[config.mk]
export PLATFORM = sky130hd
export DESIGN_NAME = rgbc_queue
export DESIGN_NICKNAME = d
export VERILOG_FILES = /design/src/rtl/rgbc_pkg.sv /design/src/rtl/rgbc_queue.sv
export SDC_FILE = /design/constraint.sdc
export NUM_CORES = 1
export LEC_CHECK = 0
export ABC_AREA = 1
export BUFFER_PORTS_ARGS = -buffer_cell sky130_fd_sc_hd__buf_2
export CORE_ASPECT_RATIO = 1.1
export CORE_MARGIN = 3
export CORE_UTILIZATION = 56
export DETAILED_ROUTE_END_ITERATION = 10
export PLACE_DENSITY = 0.9
export SLEW_MARGIN = 5
export SYNTH_ARGS = -nofsm -noshare
export SYNTH_HDL_FRONTEND = slang
export SYNTH_SLANG_ARGS = --single-unit
[constraint.sdc]
create_clock -name clk -period 28.8 [get_ports clk]
set_input_delay 5.76 -clock clk [delete_from_list [all_inputs] [get_ports clk]]
set_output_delay 5.76 -clock clk [all_outputs]
set_load 0.02 [all_outputs]
[src/rtl/rgbc_pkg.sv]
// Shared types, constants and helper functions for the RGB 3x3 convolution filter.
// Has no dependencies; every other file in rtl/ imports it.
`timescale 1ns / 1ps
package rgbc_pkg;

  localparam int MAX_WIDTH  = 1024;
  localparam int MAX_HEIGHT = 1024;
  localparam int KERNEL     = 3;
  localparam int TAPS       = KERNEL * KERNEL;

  localparam int COL_W  = $clog2(MAX_WIDTH);
  localparam int ROW_W  = $clog2(MAX_HEIGHT);
  localparam int DIM_W  = 11;
  localparam int CH_W   = 8;
  localparam int PIX_W  = 3 * CH_W;
  localparam int COEF_W = 16;
  localparam int CROW_W = KERNEL * COEF_W;
  localparam int DIV_W  = 15;
  localparam int ACC_W  = 29;
  localparam int MAG_W  = ACC_W - 1;
  localparam int PROD_W = CH_W + 1 + COEF_W;
  localparam int TAP_W  = $clog2(TAPS);
  localparam int DCNT_W = $clog2(MAG_W);
  localparam int QDEPTH = 2;
  localparam int QA_W   = $clog2(QDEPTH);
  localparam int QC_W   = $clog2(QDEPTH + 1);

  localparam int CFG_IDX_W  = 3;
  localparam int CFG_DATA_W = CROW_W;

  typedef enum logic [CFG_IDX_W-1:0] {
    CFG_WIDTH   = 3'd0,
    CFG_HEIGHT  = 3'd1,
    CFG_DIVISOR = 3'd2,
    CFG_COEF_T  = 3'd3,
    CFG_COEF_M  = 3'd4,
    CFG_COEF_B  = 3'd5
  } cfg_idx_t;

  typedef logic [PIX_W-1:0] pixel_t;
  typedef logic [TAPS-1:0][PIX_W-1:0] window_t;

  typedef struct packed {
    window_t win;
    logic    frame_end;
  } item_t;

  typedef struct packed {
    logic [DIM_W-1:0] width;
    logic [DIM_W-1:0] height;
  } front_cfg_t;

  typedef struct packed {
    logic [CROW_W-1:0] coef_top;
    logic [CROW_W-1:0] coef_mid;
    logic [CROW_W-1:0] coef_bot;
    logic [DIV_W-1:0]  divisor;
  } back_cfg_t;

  // Clamp a frame dimension to the range the line stores support.
  function automatic logic [DIM_W-1:0] sat_dim(input logic [DIM_W-1:0] v,
                                               input logic [DIM_W-1:0] hi);
    logic [DIM_W-1:0] r;
    r = v;
    if (v < DIM_W'(KERNEL)) r = DIM_W'(KERNEL);
    else if (v > hi) r = hi;
    return r;
  endfunction

endpackage

[src/rtl/rgbc_queue.sv]
// Two-entry queue carrying 3x3 windows from the front end to the arithmetic back end.
// Depends on rgbc_pkg.
`timescale 1ns / 1ps
module rgbc_queue (
  input  logic          clk,
  input  logic          rst,
  input  logic          push,
  input  rgbc_pkg::item_t push_item,
  output logic          full,
  input  logic          pop,
  output logic          nonempty,
  output rgbc_pkg::item_t pop_item
);
  import rgbc_pkg::*;

  item_t            slots [QDEPTH];
  logic [QA_W-1:0]  wr_ptr;
  logic [QA_W-1:0]  rd_ptr;
  logic [QC_W-1:0]  count;

  assign full     = (count == QC_W'(QDEPTH));
  assign nonempty = (count != '0);
  assign pop_item = slots[rd_ptr];

  always_ff @(posedge clk) begin
    if (push) begin
      slots[wr_ptr] <= push_item;
    end
  end

  always_ff @(posedge clk) begin
    if (rst) begin
      wr_ptr <= '0;
      rd_ptr <= '0;
      count  <= '0;
    end else begin
      if (push) wr_ptr <= wr_ptr + 1'b1;
      if (pop) rd_ptr <= rd_ptr + 1'b1;
      if (push && !pop) count <= count + 1'b1;
      else if (pop && !push) count <= count - 1'b1;
    end
  end

  a_no_overflow: assert property (@(posedge clk) disable iff (rst) !(push && full && !pop))
    else $error("queue written while full");
  a_no_underflow: assert property (@(posedge clk) disable iff (rst) !(pop && !nonempty))
    else $error("queue read while empty");
  a_count_step: assert property (@(posedge clk) disable iff (rst)
    (push && !pop) |=> (count == $past(count) + 1'b1))
    else $error("queue fill count did not follow a lone write");

endmodule

==> metrics <==
Placed Cells=1498; Reg2Reg Setup Slack=about 26 ns; CTS sink count=~440; CP startpoint kind=register; WP data required=23.04 ns; Worst slew margin=0.239; Leak=approximately 7.8 nW; Post-Synth XOR/XNOR Area=0.000534; synth warn=0; pwr/cell area=roughly 70 mW/mm²; Avg Cell Area, Syn=23.2 µm²; Max Slew Vio Count=0; pin count of the biggest net entering global routing=between 100 and 150; top cell family by delay on the critical path=buffers and inverters; crit-path most repeated cell=buf_4; Worst setup EP type=primary output; DRT antenna net count=0; main combinational cell family by area after synthesis=multiplexers; row count=65; Synthesized Nets=930; Final Hold Fails=0; Crit Path Max Fanout=a little over 70; router iterations before antenna repair=4; VDD IR-drop max=0.0775 mV; cts hold-fix bufs=0; Core Area=between 0.02 and 0.03 mm²; die span in y=between 150 and 200 µm; Worst Hold Class=reg2reg; Slew @ Worst Pin=~1.1 ns; CP bufs+invs=3; CTS buffer count=slightly above 40; fraction of the mapped netlist area in simple logic gates=0.00374; commonest non-fill, non-tap cell in the layout=buf_2; Synth cell types=16; Setup violations, final=0; initial antenna violation count=6; Placer Congestion=between 0.8 and 0.9; Core Util, Final=0.699; grt ovf=0; Initial DRC Count=roughly 760; via/cell ratio=5.32; final critical-path required period=9.45 ns; crit path cell chain=buf_4 -> buf_4 -> mux2_2 -> buf_2; RR Startpoint=wr_ptr; Finished Layout Cells=around 1600; most frequent cells in the layout=439 x buf_2, 434 x edfxtp_1, 130 x mux2_4; port buffer count=approximately 440; H-tree Lvls=2; Worst EP arrival=3.69 ns; post-CTS setup buffer count=0; vias in the first global route=roughly 8600; DR WL/cell=between 20 and 25 µm; Worst-Skew Late Latency=0.52 ns; Gates resized, CTS repair=0; outcome=complete, no violations; Die Width=about 170 µm; Clock Path Buffers=3; worst min-delay path startpoint=wr_ptr; FMAX=between 0.1 and 0.15 GHz; Routed WL=34400 µm; Clk pin slew, worst setup/hold paths=roughly 0.060 ns; synthesis-stage register bit count=between 400 and 500; Final Cycle Share=0.328; Clock Skew=roughly 0.017 ns; fin nets=1395; TritonCTS clock tree=done; post-synthesis cell count=708; slowest library cell on the worst path=buf_4; GRT Util Overall=0.208; Post-Route Setup TNS=0 ns; Root Buffer=clkbuf_16; proportion of synthesized area in mux cells=0.179; share of post-route cells with drive strength above 1=0.594; area added between synthesis and finish=22.6%; adder-cell area share of the yosys netlist=0.000762; Seq/Total Area, Yosys=0.800; Final HPWL DP=about 24000 µm; drc violations=0; Mapped Area=0.0164 mm²; die area=roughly 0.031 mm²; MaxCap Viol Count=0; Compound-Gate Fraction of Synth Area=0.000610; total number of vias=8382; total I/O pin count=440; max incr delay on CP=around 0.86 ns; Initial Util=0.570; wire length of the first global-routing pass=a little under 50000 µm; RSZ-0062 raised after global routing=no; Crit Path Class=reg2out
final cells by class:
class | count | area, µm²
tap | 368 | 460
multi-input combinational | 236 | 3030
antenna | 5 | 12.5
fill | 1764 | 8670
sequential | 439 | 13100
clock buffer | 54 | 1070
timing repair buffer | 446 | 2250
clock inverter | 18 | 111
inverter | 9 | 41.3
stage by stage:
| stage | cell area, µm² | total power [mW] | hold slack, ns | setup slack (ns) |
|---|---|---|---|---|
| 2_1_floorplan | 16400 | 0.891 | 0.480 | 13.13 |
| 3_3_place_gp | 18900 | 0.940 | 0.496 | 19.98 |
| 3_5_place_dp | 18900 | 0.948 | 0.542 | 19.92 |
| 4_1_cts | 20100 | 1.43 | 0.552 | 19.34 |
| 5_1_grt | 20100 | 1.47 | 0.578 | 19.12 |
| 6_report | 20100 | 1.42 | 0.554 | 19.35 |
where the power goes:
group | total [mW] | switching (mW) | internal (mW)
sequential | 0.753 | 0.0120 | 0.741
combinational | 0.180 | 0.103 | 0.0770
clock | 0.484 | 0.213 | 0.271
total | 1.42 | 0.328 | 1.09
kinds of logic after synthesis:
kind of cell	after synthesis
AO/OA/AOI/OAI	2
XOR/XNOR	1
adder cells (fa/ha/maj)	1
buffers and inverters	33
flip-flops	439
multiplexers	217
AND/OR/NAND/NOR	15
worst paths after layout:
kind,end,cells past startpoint
setup / recovery,pop_item[7],4
hold / removal,wr_ptr,2
setup reg to reg,slots[1][157],3
hold reg to reg,wr_ptr,2
registers in the layout, summed over array words and instances, names as in the netlist, named ones only:
signal and flops:
slots 434, wr_ptr 1, rd_ptr 1, count 2
per-layer routing:
metal  vias to the layer above  track usage  routed length, µm
li1                       3739            -                  -
met3                        74       0.0648               3150
met5                         -            0                  0
met1                      4143        0.227              11600
met4                         0       0.0730               1090
met2                       426        0.382              18600
synthesized netlist by cell type:
| cell type | number | share of area |
|---|---|---|
| edfxtp_1 | 434 | 0.79 |
| inv_1 | 9 | 0.0021 |
| nor2_1 | 6 | 0.0014 |
| dfxtp_1 | 5 | 0.0061 |
| ha_1 | 1 | 0.00076 |
| o21ai_0 | 1 | 0.00030 |
| nand3_1 | 1 | 0.00030 |
| xnor2_1 | 1 | 0.00053 |
| nand2_1 | 6 | 0.0014 |
| nand4_1 | 1 | 0.00038 |
| a21oi_1 | 1 | 0.00030 |
| buf_6 | 16 | 0.011 |
| mux2_2 | 87 | 0.060 |
| buf_2 | 8 | 0.0024 |
| nor3_1 | 1 | 0.00030 |
| mux2_4 | 130 | 0.12 |
worst reg2reg max path, stage by stage (launching register included):
cell	delay (ns)
dfxtp_1	0.39
nand2_1	0.16
inv_8	0.64
buf_4	1.00
No activity file was read; power rests on OpenSTA's default activity.
