==> src/rtl/rgbc_pkg.sv <==
// Shared types, constants and helper functions for the RGB 3x3 convolution filter.
// Has no dependencies; every other file in rtl/ imports it.
`timescale 1ns / 1ps
package rgbc_pkg;

  localparam int MAX_WIDTH  = 1024;
  localparam int MAX_HEIGHT = 1024;
  localparam int KERNEL     = 3;
  localparam int TAPS       = KERNEL * KERNEL;

  localparam int COL_W  = $clog2(MAX_WIDTH);
  localparam int ROW_W  = $clog2(MAX_HEIGHT);
  localparam int DIM_W  = 11;
  localparam int CH_W   = 8;
  localparam int PIX_W  = 3 * CH_W;
  localparam int COEF_W = 16;
  localparam int CROW_W = KERNEL * COEF_W;
  localparam int DIV_W  = 15;
  localparam int ACC_W  = 29;
  localparam int MAG_W  = ACC_W - 1;
  localparam int PROD_W = CH_W + 1 + COEF_W;
  localparam int TAP_W  = $clog2(TAPS);
  localparam int DCNT_W = $clog2(MAG_W);
  localparam int QDEPTH = 2;
  localparam int QA_W   = $clog2(QDEPTH);
  localparam int QC_W   = $clog2(QDEPTH + 1);

  localparam int CFG_IDX_W  = 3;
  localparam int CFG_DATA_W = CROW_W;

  typedef enum logic [CFG_IDX_W-1:0] {
    CFG_WIDTH   = 3'd0,
    CFG_HEIGHT  = 3'd1,
    CFG_DIVISOR = 3'd2,
    CFG_COEF_T  = 3'd3,
    CFG_COEF_M  = 3'd4,
    CFG_COEF_B  = 3'd5
  } cfg_idx_t;

  typedef logic [PIX_W-1:0] pixel_t;
  typedef logic [TAPS-1:0][PIX_W-1:0] window_t;

  typedef struct packed {
    window_t win;
    logic    frame_end;
  } item_t;

  typedef struct packed {
    logic [DIM_W-1:0] width;
    logic [DIM_W-1:0] height;
  } front_cfg_t;

  typedef struct packed {
    logic [CROW_W-1:0] coef_top;
    logic [CROW_W-1:0] coef_mid;
    logic [CROW_W-1:0] coef_bot;
    logic [DIV_W-1:0]  divisor;
  } back_cfg_t;

  // Clamp a frame dimension to the range the line stores support.
  function automatic logic [DIM_W-1:0] sat_dim(input logic [DIM_W-1:0] v,
                                               input logic [DIM_W-1:0] hi);
    logic [DIM_W-1:0] r;
    r = v;
    if (v < DIM_W'(KERNEL)) r = DIM_W'(KERNEL);
    else if (v > hi) r = hi;
    return r;
  endfunction

endpackage

==> src/rtl/rgbc_back.sv <==
// Back end: multiply-accumulates one queued window per channel over its nine taps,
// divides with a bit-serial restoring divider and clamps. Depends on rgbc_pkg.
`timescale 1ns / 1ps
module rgbc_back (
  input  logic                clk,
  input  logic                rst,
  input  rgbc_pkg::back_cfg_t cfg,
  input  logic                q_nonempty,
  input  rgbc_pkg::item_t     q_item,
  output logic                pop,
  output logic                result_valid,
  input  logic                result_stall,
  output logic [7:0]          red_out,
  output logic [7:0]          green_out,
  output logic [7:0]          blue_out,
  output logic                frame_end
);
  import rgbc_pkg::*;

  typedef enum logic [3:0] {
    B_IDLE = 4'b0001,
    B_MAC  = 4'b0010,
    B_DIV  = 4'b0100,
    B_HOLD = 4'b1000
  } bstate_t;

  bstate_t                  state;
  item_t                    cur;
  logic [TAP_W-1:0]         tap;
  logic [1:0]               krow;
  logic [1:0]               kcol;
  logic signed [ACC_W-1:0]  acc [3];
  logic [MAG_W-1:0]         quo [3];
  logic [DIV_W-1:0]         rem [3];
  logic                     neg [3];
  logic [DCNT_W-1:0]        dcnt;
  logic [CROW_W-1:0]        crow;
  logic signed [COEF_W-1:0] coef;
  pixel_t                   px;
  logic signed [PROD_W-1:0] prod [3];
  logic [DIV_W:0]           dvs;
  logic [DIV_W:0]           trial [3];
  logic                     qbit [3];
  logic [CH_W-1:0]          clamped [3];
  logic                     slot_free;

  assign pop       = (state == B_IDLE) && q_nonempty;
  assign slot_free = !result_valid || !result_stall;
  assign dvs       = (cfg.divisor == '0) ? (DIV_W+1)'(1) : {1'b0, cfg.divisor};

  always_comb begin
    case (krow)
      2'd0:    crow = cfg.coef_top;
      2'd1:    crow = cfg.coef_mid;
      default: crow = cfg.coef_bot;
    endcase
    coef = $signed(crow[kcol*COEF_W +: COEF_W]);
    px   = cur.win[tap];
    for (int ch = 0; ch < 3; ch++) begin
      prod[ch]  = $signed({1'b0, px[(2-ch)*CH_W +: CH_W]}) * coef;
      trial[ch] = {rem[ch], quo[ch][MAG_W-1]};
      qbit[ch]  = (trial[ch] >= dvs);
      if (neg[ch]) clamped[ch] = '0;
      else if (quo[ch] > MAG_W'(255)) clamped[ch] = '1;
      else clamped[ch] = quo[ch][CH_W-1:0];
    end
  end

  always_ff @(posedge clk) begin
    if (pop) cur <= q_item;
    for (int ch = 0; ch < 3; ch++) begin
      if (pop) begin
        acc[ch] <= '0;
      end else if (state == B_MAC) begin
        acc[ch] <= acc[ch] + ACC_W'(prod[ch]);
        if (tap == TAP_W'(TAPS - 1)) begin
          neg[ch] <= (acc[ch] + ACC_W'(prod[ch])) < 0;
          quo[ch] <= MAG_W'(acc[ch] + ACC_W'(prod[ch]));
          rem[ch] <= '0;
        end
      end else if (state == B_DIV) begin
        rem[ch] <= qbit[ch] ? DIV_W'(trial[ch] - dvs) : DIV_W'(trial[ch]);
        quo[ch] <= {quo[ch][MAG_W-2:0], qbit[ch]};
      end
    end
  end

  always_ff @(posedge clk) begin
    if (state == B_HOLD && slot_free) begin
      red_out   <= clamped[0];
      green_out <= clamped[1];
      blue_out  <= clamped[2];
      frame_end <= cur.frame_end;
    end
  end

  always_ff @(posedge clk) begin
    if (rst) begin
      state        <= B_IDLE;
      tap          <= '0;
      krow         <= '0;
      kcol         <= '0;
      dcnt         <= '0;
      result_valid <= 1'b0;
    end else begin
      if (state == B_HOLD && slot_free) begin
        result_valid <= 1'b1;
      end else if (result_valid && !result_stall) begin
        result_valid <= 1'b0;
      end
      unique case (state)
        B_IDLE: begin
          if (pop) begin
            state <= B_MAC;
            tap   <= '0;
            krow  <= '0;
            kcol  <= '0;
          end
        end
        B_MAC: begin
          tap <= tap + 1'b1;
          if (kcol == 2'd2) begin
            kcol <= '0;
            krow <= krow + 1'b1;
          end else begin
            kcol <= kcol + 1'b1;
          end
          if (tap == TAP_W'(TAPS - 1)) begin
            state <= B_DIV;
            dcnt  <= '0;
          end
        end
        B_DIV: begin
          dcnt <= dcnt + 1'b1;
          if (dcnt == DCNT_W'(MAG_W - 1)) state <= B_HOLD;
        end
        B_HOLD: begin
          if (slot_free) state <= B_IDLE;
        end
        default: state <= B_IDLE;
      endcase
    end
  end

  a_pop_idle: assert property (@(posedge clk) disable iff (rst) pop |=> (state == B_MAC))
    else $error("taken window did not start accumulation");
  a_load_free: assert property (@(posedge clk) disable iff (rst)
    (state == B_HOLD && slot_free) |=> result_valid)
    else $error("result not presented");
  a_tap_range: assert property (@(posedge clk) disable iff (rst)
    (state == B_MAC) |-> (tap < TAP_W'(TAPS)))
    else $error("tap counter out of range");

endmodule

==> config.mk <==
export PLATFORM = sky130hd
export DESIGN_NAME = rgbc_back
export DESIGN_NICKNAME = d
export VERILOG_FILES = /design/src/rtl/rgbc_pkg.sv /design/src/rtl/rgbc_back.sv
export SDC_FILE = /design/constraint.sdc
export NUM_CORES = 2
export LEC_CHECK = 0
export BUFFER_PORTS_ARGS = -buffer_cell sky130_fd_sc_hd__buf_2
export CAP_MARGIN = 30
export CORE_ASPECT_RATIO = 1.5
export CORE_MARGIN = 2
export CORE_UTILIZATION = 25
export DETAILED_ROUTE_END_ITERATION = 7
export GPL_TIMING_DRIVEN = 0
export SYNTH_ARGS = -nofsm -noshare
export SYNTH_HDL_FRONTEND = slang
export SYNTH_SLANG_ARGS = --single-unit
==> constraint.sdc <==
create_clock -name clk -period 12.15 [get_ports clk]
set_clock_uncertainty 0.2 [all_clocks]
set_input_delay 1.215 -clock clk [delete_from_list [all_inputs] [get_ports clk]]
set_output_delay 1.215 -clock clk [all_outputs]
set_load 0.02 [all_outputs]
==> results list <==
- In the final routed layout, each cell accounts on average for approximately 19 um.
- Of the synthesized area, sequential elements account for a little over a third.
* Crit path capture: quo[2][26]
- Slowest cell on crit path: sky130_fd_sc_hd__o21ai_1
- Layout fillers: about 17,000
- Yosys instantiated no cell more often than sky130_fd_sc_hd__inv_1.
- The die covers 0.162 sq mm.
- CORE AREA: about 0.16 sq mm
- Synthesis-to-finish area growth: 17.6%
* Clock Root Buffer: sky130_fd_sc_hd__clkbuf_16
* Terminus of the critical flop-to-flop path: quo[2][26]
* Post-synthesis average cell area: 10.1 sq um
* Via count of the routed design: a little over 30,000
- Status: completed
- Xor and xnor fraction of the mapped netlist area: 3.53%
* Arrival @ worst endpoint: 10.88 ns
- For the worst setup path, the data required time is 12.32 ns.
- Fraction of final layout cells with drive strength greater than 1: 14.2%
- Reg2Reg Launch Point: tap[2]
* H-tree depth: 2
- FP Rows: approximately 180
* Vias in the first global route: ~32,000
- Number of instances in the synthesized netlist: a little under 4,000
- EDFF count, synth: between 400 and 500
* Start point of the worst min-delay path: krow[1]
- Counting every net in the synthesized netlist gives around 4,900.
- By instance count, the cell type seen most on the critical path is sky130_fd_sc_hd__fa_1.
- Largest net degree at the start of global routing: between 100 and 150
* Source of the critical timing path: tap[2]
- Multiplexer share of the synthesized area: between 3 and 4%
- For this configuration, the core starts out at a cell density of between 20 and 30%.
- Post-DP HPWL: about 110 mm
- The pre-antenna-repair detailed-routing pass consisted of 5 iterations.
* RSZ-0062 raised after global routing: no
- CTS Buf Count: between 50 and 60
* Number of max-slew violations in the final report: 0
- In the post-synthesis netlist, the biggest area contributors are sky130_fd_sc_hd__edfxtp_1, sky130_fd_sc_hd__fa_1, sky130_fd_sc_hd__ha_1, sky130_fd_sc_hd__inv_1, sky130_fd_sc_hd__nor2_1.
- Y dimension of the die: 492 um
* Post-cts repair resize count: 0
- CTS hold repair buffers: 0
- Relative max-transition margin: a little under a quarter
- Dominant register cell in the synthesized netlist: sky130_fd_sc_hd__edfxtp_1
- The count of nets left with antenna violations once routing finished came out at 0.
* Number of I/O pins: slightly above 400
- Launching element type of the critical path: flop
- Number of warnings reported in the yosys synthesis log: 0
- In this run, distinct cell masters in the synthesized netlist total 80.
- The worst setup path is captured at a flop.
- Once the clock tree was built, the setup fixing pass inserted 0 buffers.
- Wire length of the first global-routing pass: 191 mm
- Summing the areas of all fa, ha and maj instances in the mapped netlist gives between 20% and 30% of the synthesized area.
- The longest clock path from root to sink contains 3 buffers.
* Final Setup Violations: 0
- For the finished layout, the period the worst path requires is 10.71 ns.
* Utilization of the core after routing: 29.5%
- Clock-pin slew was measured on the worst setup and hold paths at about 0.060 ns.
- Overflow left after global routing: 0
- Synth Area in Compound Gates: 12.2%
* Global-route usage over all layers: around 16%
- The number of hold violations in the final report is 0.
- Die span in x: ~330 um
- Proportion of register bits with asynchronous set or reset after synthesis: 0%
* Last weighted congestion value of the routability-driven placer: approximately 1
- At the later pin of the worst-skew pair, clock insertion delay measures roughly 0.7 ns.
* Port-buffer cells: ~400
- Instance count after placement with tap cells included: roughly 6,500
- Logic depth of the worst register-to-register path: 29
- The tree built by TritonCTS fans out to between 400 and 500 sinks.
- After detailed routing, the number of vias per cell comes to about 4.7.
- Number of nets at the end of the flow: between 5,000 and 6,000
- Synth area leader: sky130_fd_sc_hd__edfxtp_1
- Initial drt markers: ~1,700
- At the pin with the least slew margin, the transition time is between 1 and 1.5 ns.
- The cell area that synthesis handed to floorplanning was 0.0397 sq mm.
* Area share of the largest cell type after synthesis: a little over a third
- By count the netlist is led by sky130_fd_sc_hd__inv_1, sky130_fd_sc_hd__nor2_1, sky130_fd_sc_hd__edfxtp_1.
- The largest single stage delay on the critical path is just over 0.9 ns.
* Antenna violations before repair: 9
* FF+latch count, synth: around 480
- Of the available clock period, the critical path in the final layout requires roughly nine tenths.
- Across all register-to-register paths, the minimum setup slack is approximately 1.4 ns.
- DRC violation count after routing: 0
- The min-delay analysis places its worst path in the category flop to flop.
* Max cap viols: 0
* Dominant combinational cell family by area after synthesis: adder cells
- Largest fanout of any net on the critical path: 10
* Drt total wl: around 130 mm
- Fmax: slightly above 90 MHz
- Classification of the worst setup path: flop to flop
- TritonCTS built the clock tree.
- Basic-gate share of the synthesized area counting and, or, nand and nor cells: about an eighth
* Final instance count without filler cells: ~6,600
==> worst min-delay path by stage <==
stage | to | slack [ns] | cells after the start
after floorplan | frame_end | 0.20 | 0
after global placement | krow[1] | 0.28 | 2
after detailed placement | krow[1] | 0.30 | 2
after CTS | krow[1] | 0.31 | 2
after global routing | krow[1] | 0.36 | 2
final | krow[1] | 0.31 | 2
==> sequential cells by signal, summed over array words and instances (netlist names), 2 cells and up <==
signal,flops
acc,87
blue_out,8
cur,217
dcnt,5
green_out,8
kcol,2
krow,2
neg,3
quo,84
red_out,8
rem,45
state,4
tap,4
==> cells in the final DEF (no fill, tap or decap), types with 52 or more instances in the layout <==
cell type / n
sky130_fd_sc_hd__a21oi_1: 211
sky130_fd_sc_hd__nor2_1: 475
sky130_fd_sc_hd__a21o_1: 67
sky130_fd_sc_hd__o21ai_0: 175
sky130_fd_sc_hd__xnor2_1: 109
sky130_fd_sc_hd__inv_1: 513
sky130_fd_sc_hd__ha_1: 289
sky130_fd_sc_hd__nand2_1: 346
sky130_fd_sc_hd__nor3_1: 65
sky130_fd_sc_hd__edfxtp_1: 461
sky130_fd_sc_hd__fa_1: 312
sky130_fd_sc_hd__buf_2: 417
sky130_fd_sc_hd__clkbuf_16: 52
sky130_fd_sc_hd__clkbuf_1: 132
==> worst max-delay path: cells and delay by family (launching register included) <==
kind | cells | cell delay (ns)
AO/OA/AOI/OAI | 10 | 3.35
adder cells (fa/ha/maj) | 6 | 2.84
XOR/XNOR | 2 | 0.86
flip-flops | 1 | 0.31
multiplexers | 1 | 0.34
buffers and inverters | 6 | 1.93
AND/OR/NAND/NOR | 4 | 0.57
==> kinds of logic (layout without fill, tap and decap cells) <==
family                     count (synthesis)  after routing
AOI/OAI and AO/OA                        764            764
xor gates and xnor gates                 160            160
adders and majority gates                601            601
buffers and inverters                    669           1206
DFF                                      479            479
muxes                                     98             98
other                                      0              2
and+or+nand+nor                         1178           1178
==> per-stage QoR <==
step / area [sq um] / worst slack (ns) / hold slack (ns) / setup TNS, ns
floorplan: 39700 / 1.01 / 0.200 / 0
global placement: 44300 / -4.64 / 0.283 / -770.58
detailed placement: 44800 / 1.50 / 0.300 / 0
CTS: 46700 / 1.44 / 0.315 / 0
global route: 46700 / 0.845 / 0.356 / 0
finish: 46700 / 1.44 / 0.308 / 0
==> routing by layer <==
layer | track usage, % | routed length [um] | up-vias
met5 | 0 | 32 | -
met4 | 9.77 | 9050 | 6
met3 | 2.30 | 6650 | 296
met2 | 27.4 | 63000 | 1053
met1 | 17.3 | 48600 | 14909
li1 | - | - | 14640
==> area by class of cell <==
type                    instances  area, sq um  area share [%]
multi-input cells            2801        23000            49.2
well taps                    2081         2600            5.58
repair buffers                442         2480            5.31
plain buffers                 154          604            1.29
clock buffers                  57         1320            2.83
diodes                          2         5.00          0.0107
clock inverters                38          554            1.19
flip-flops and latches        479        14200            30.4
inverters                     515         1940            4.16
Power is not shown: default switching activity piles up to over one toggle a cycle in this logic, so the estimate is an artifact.
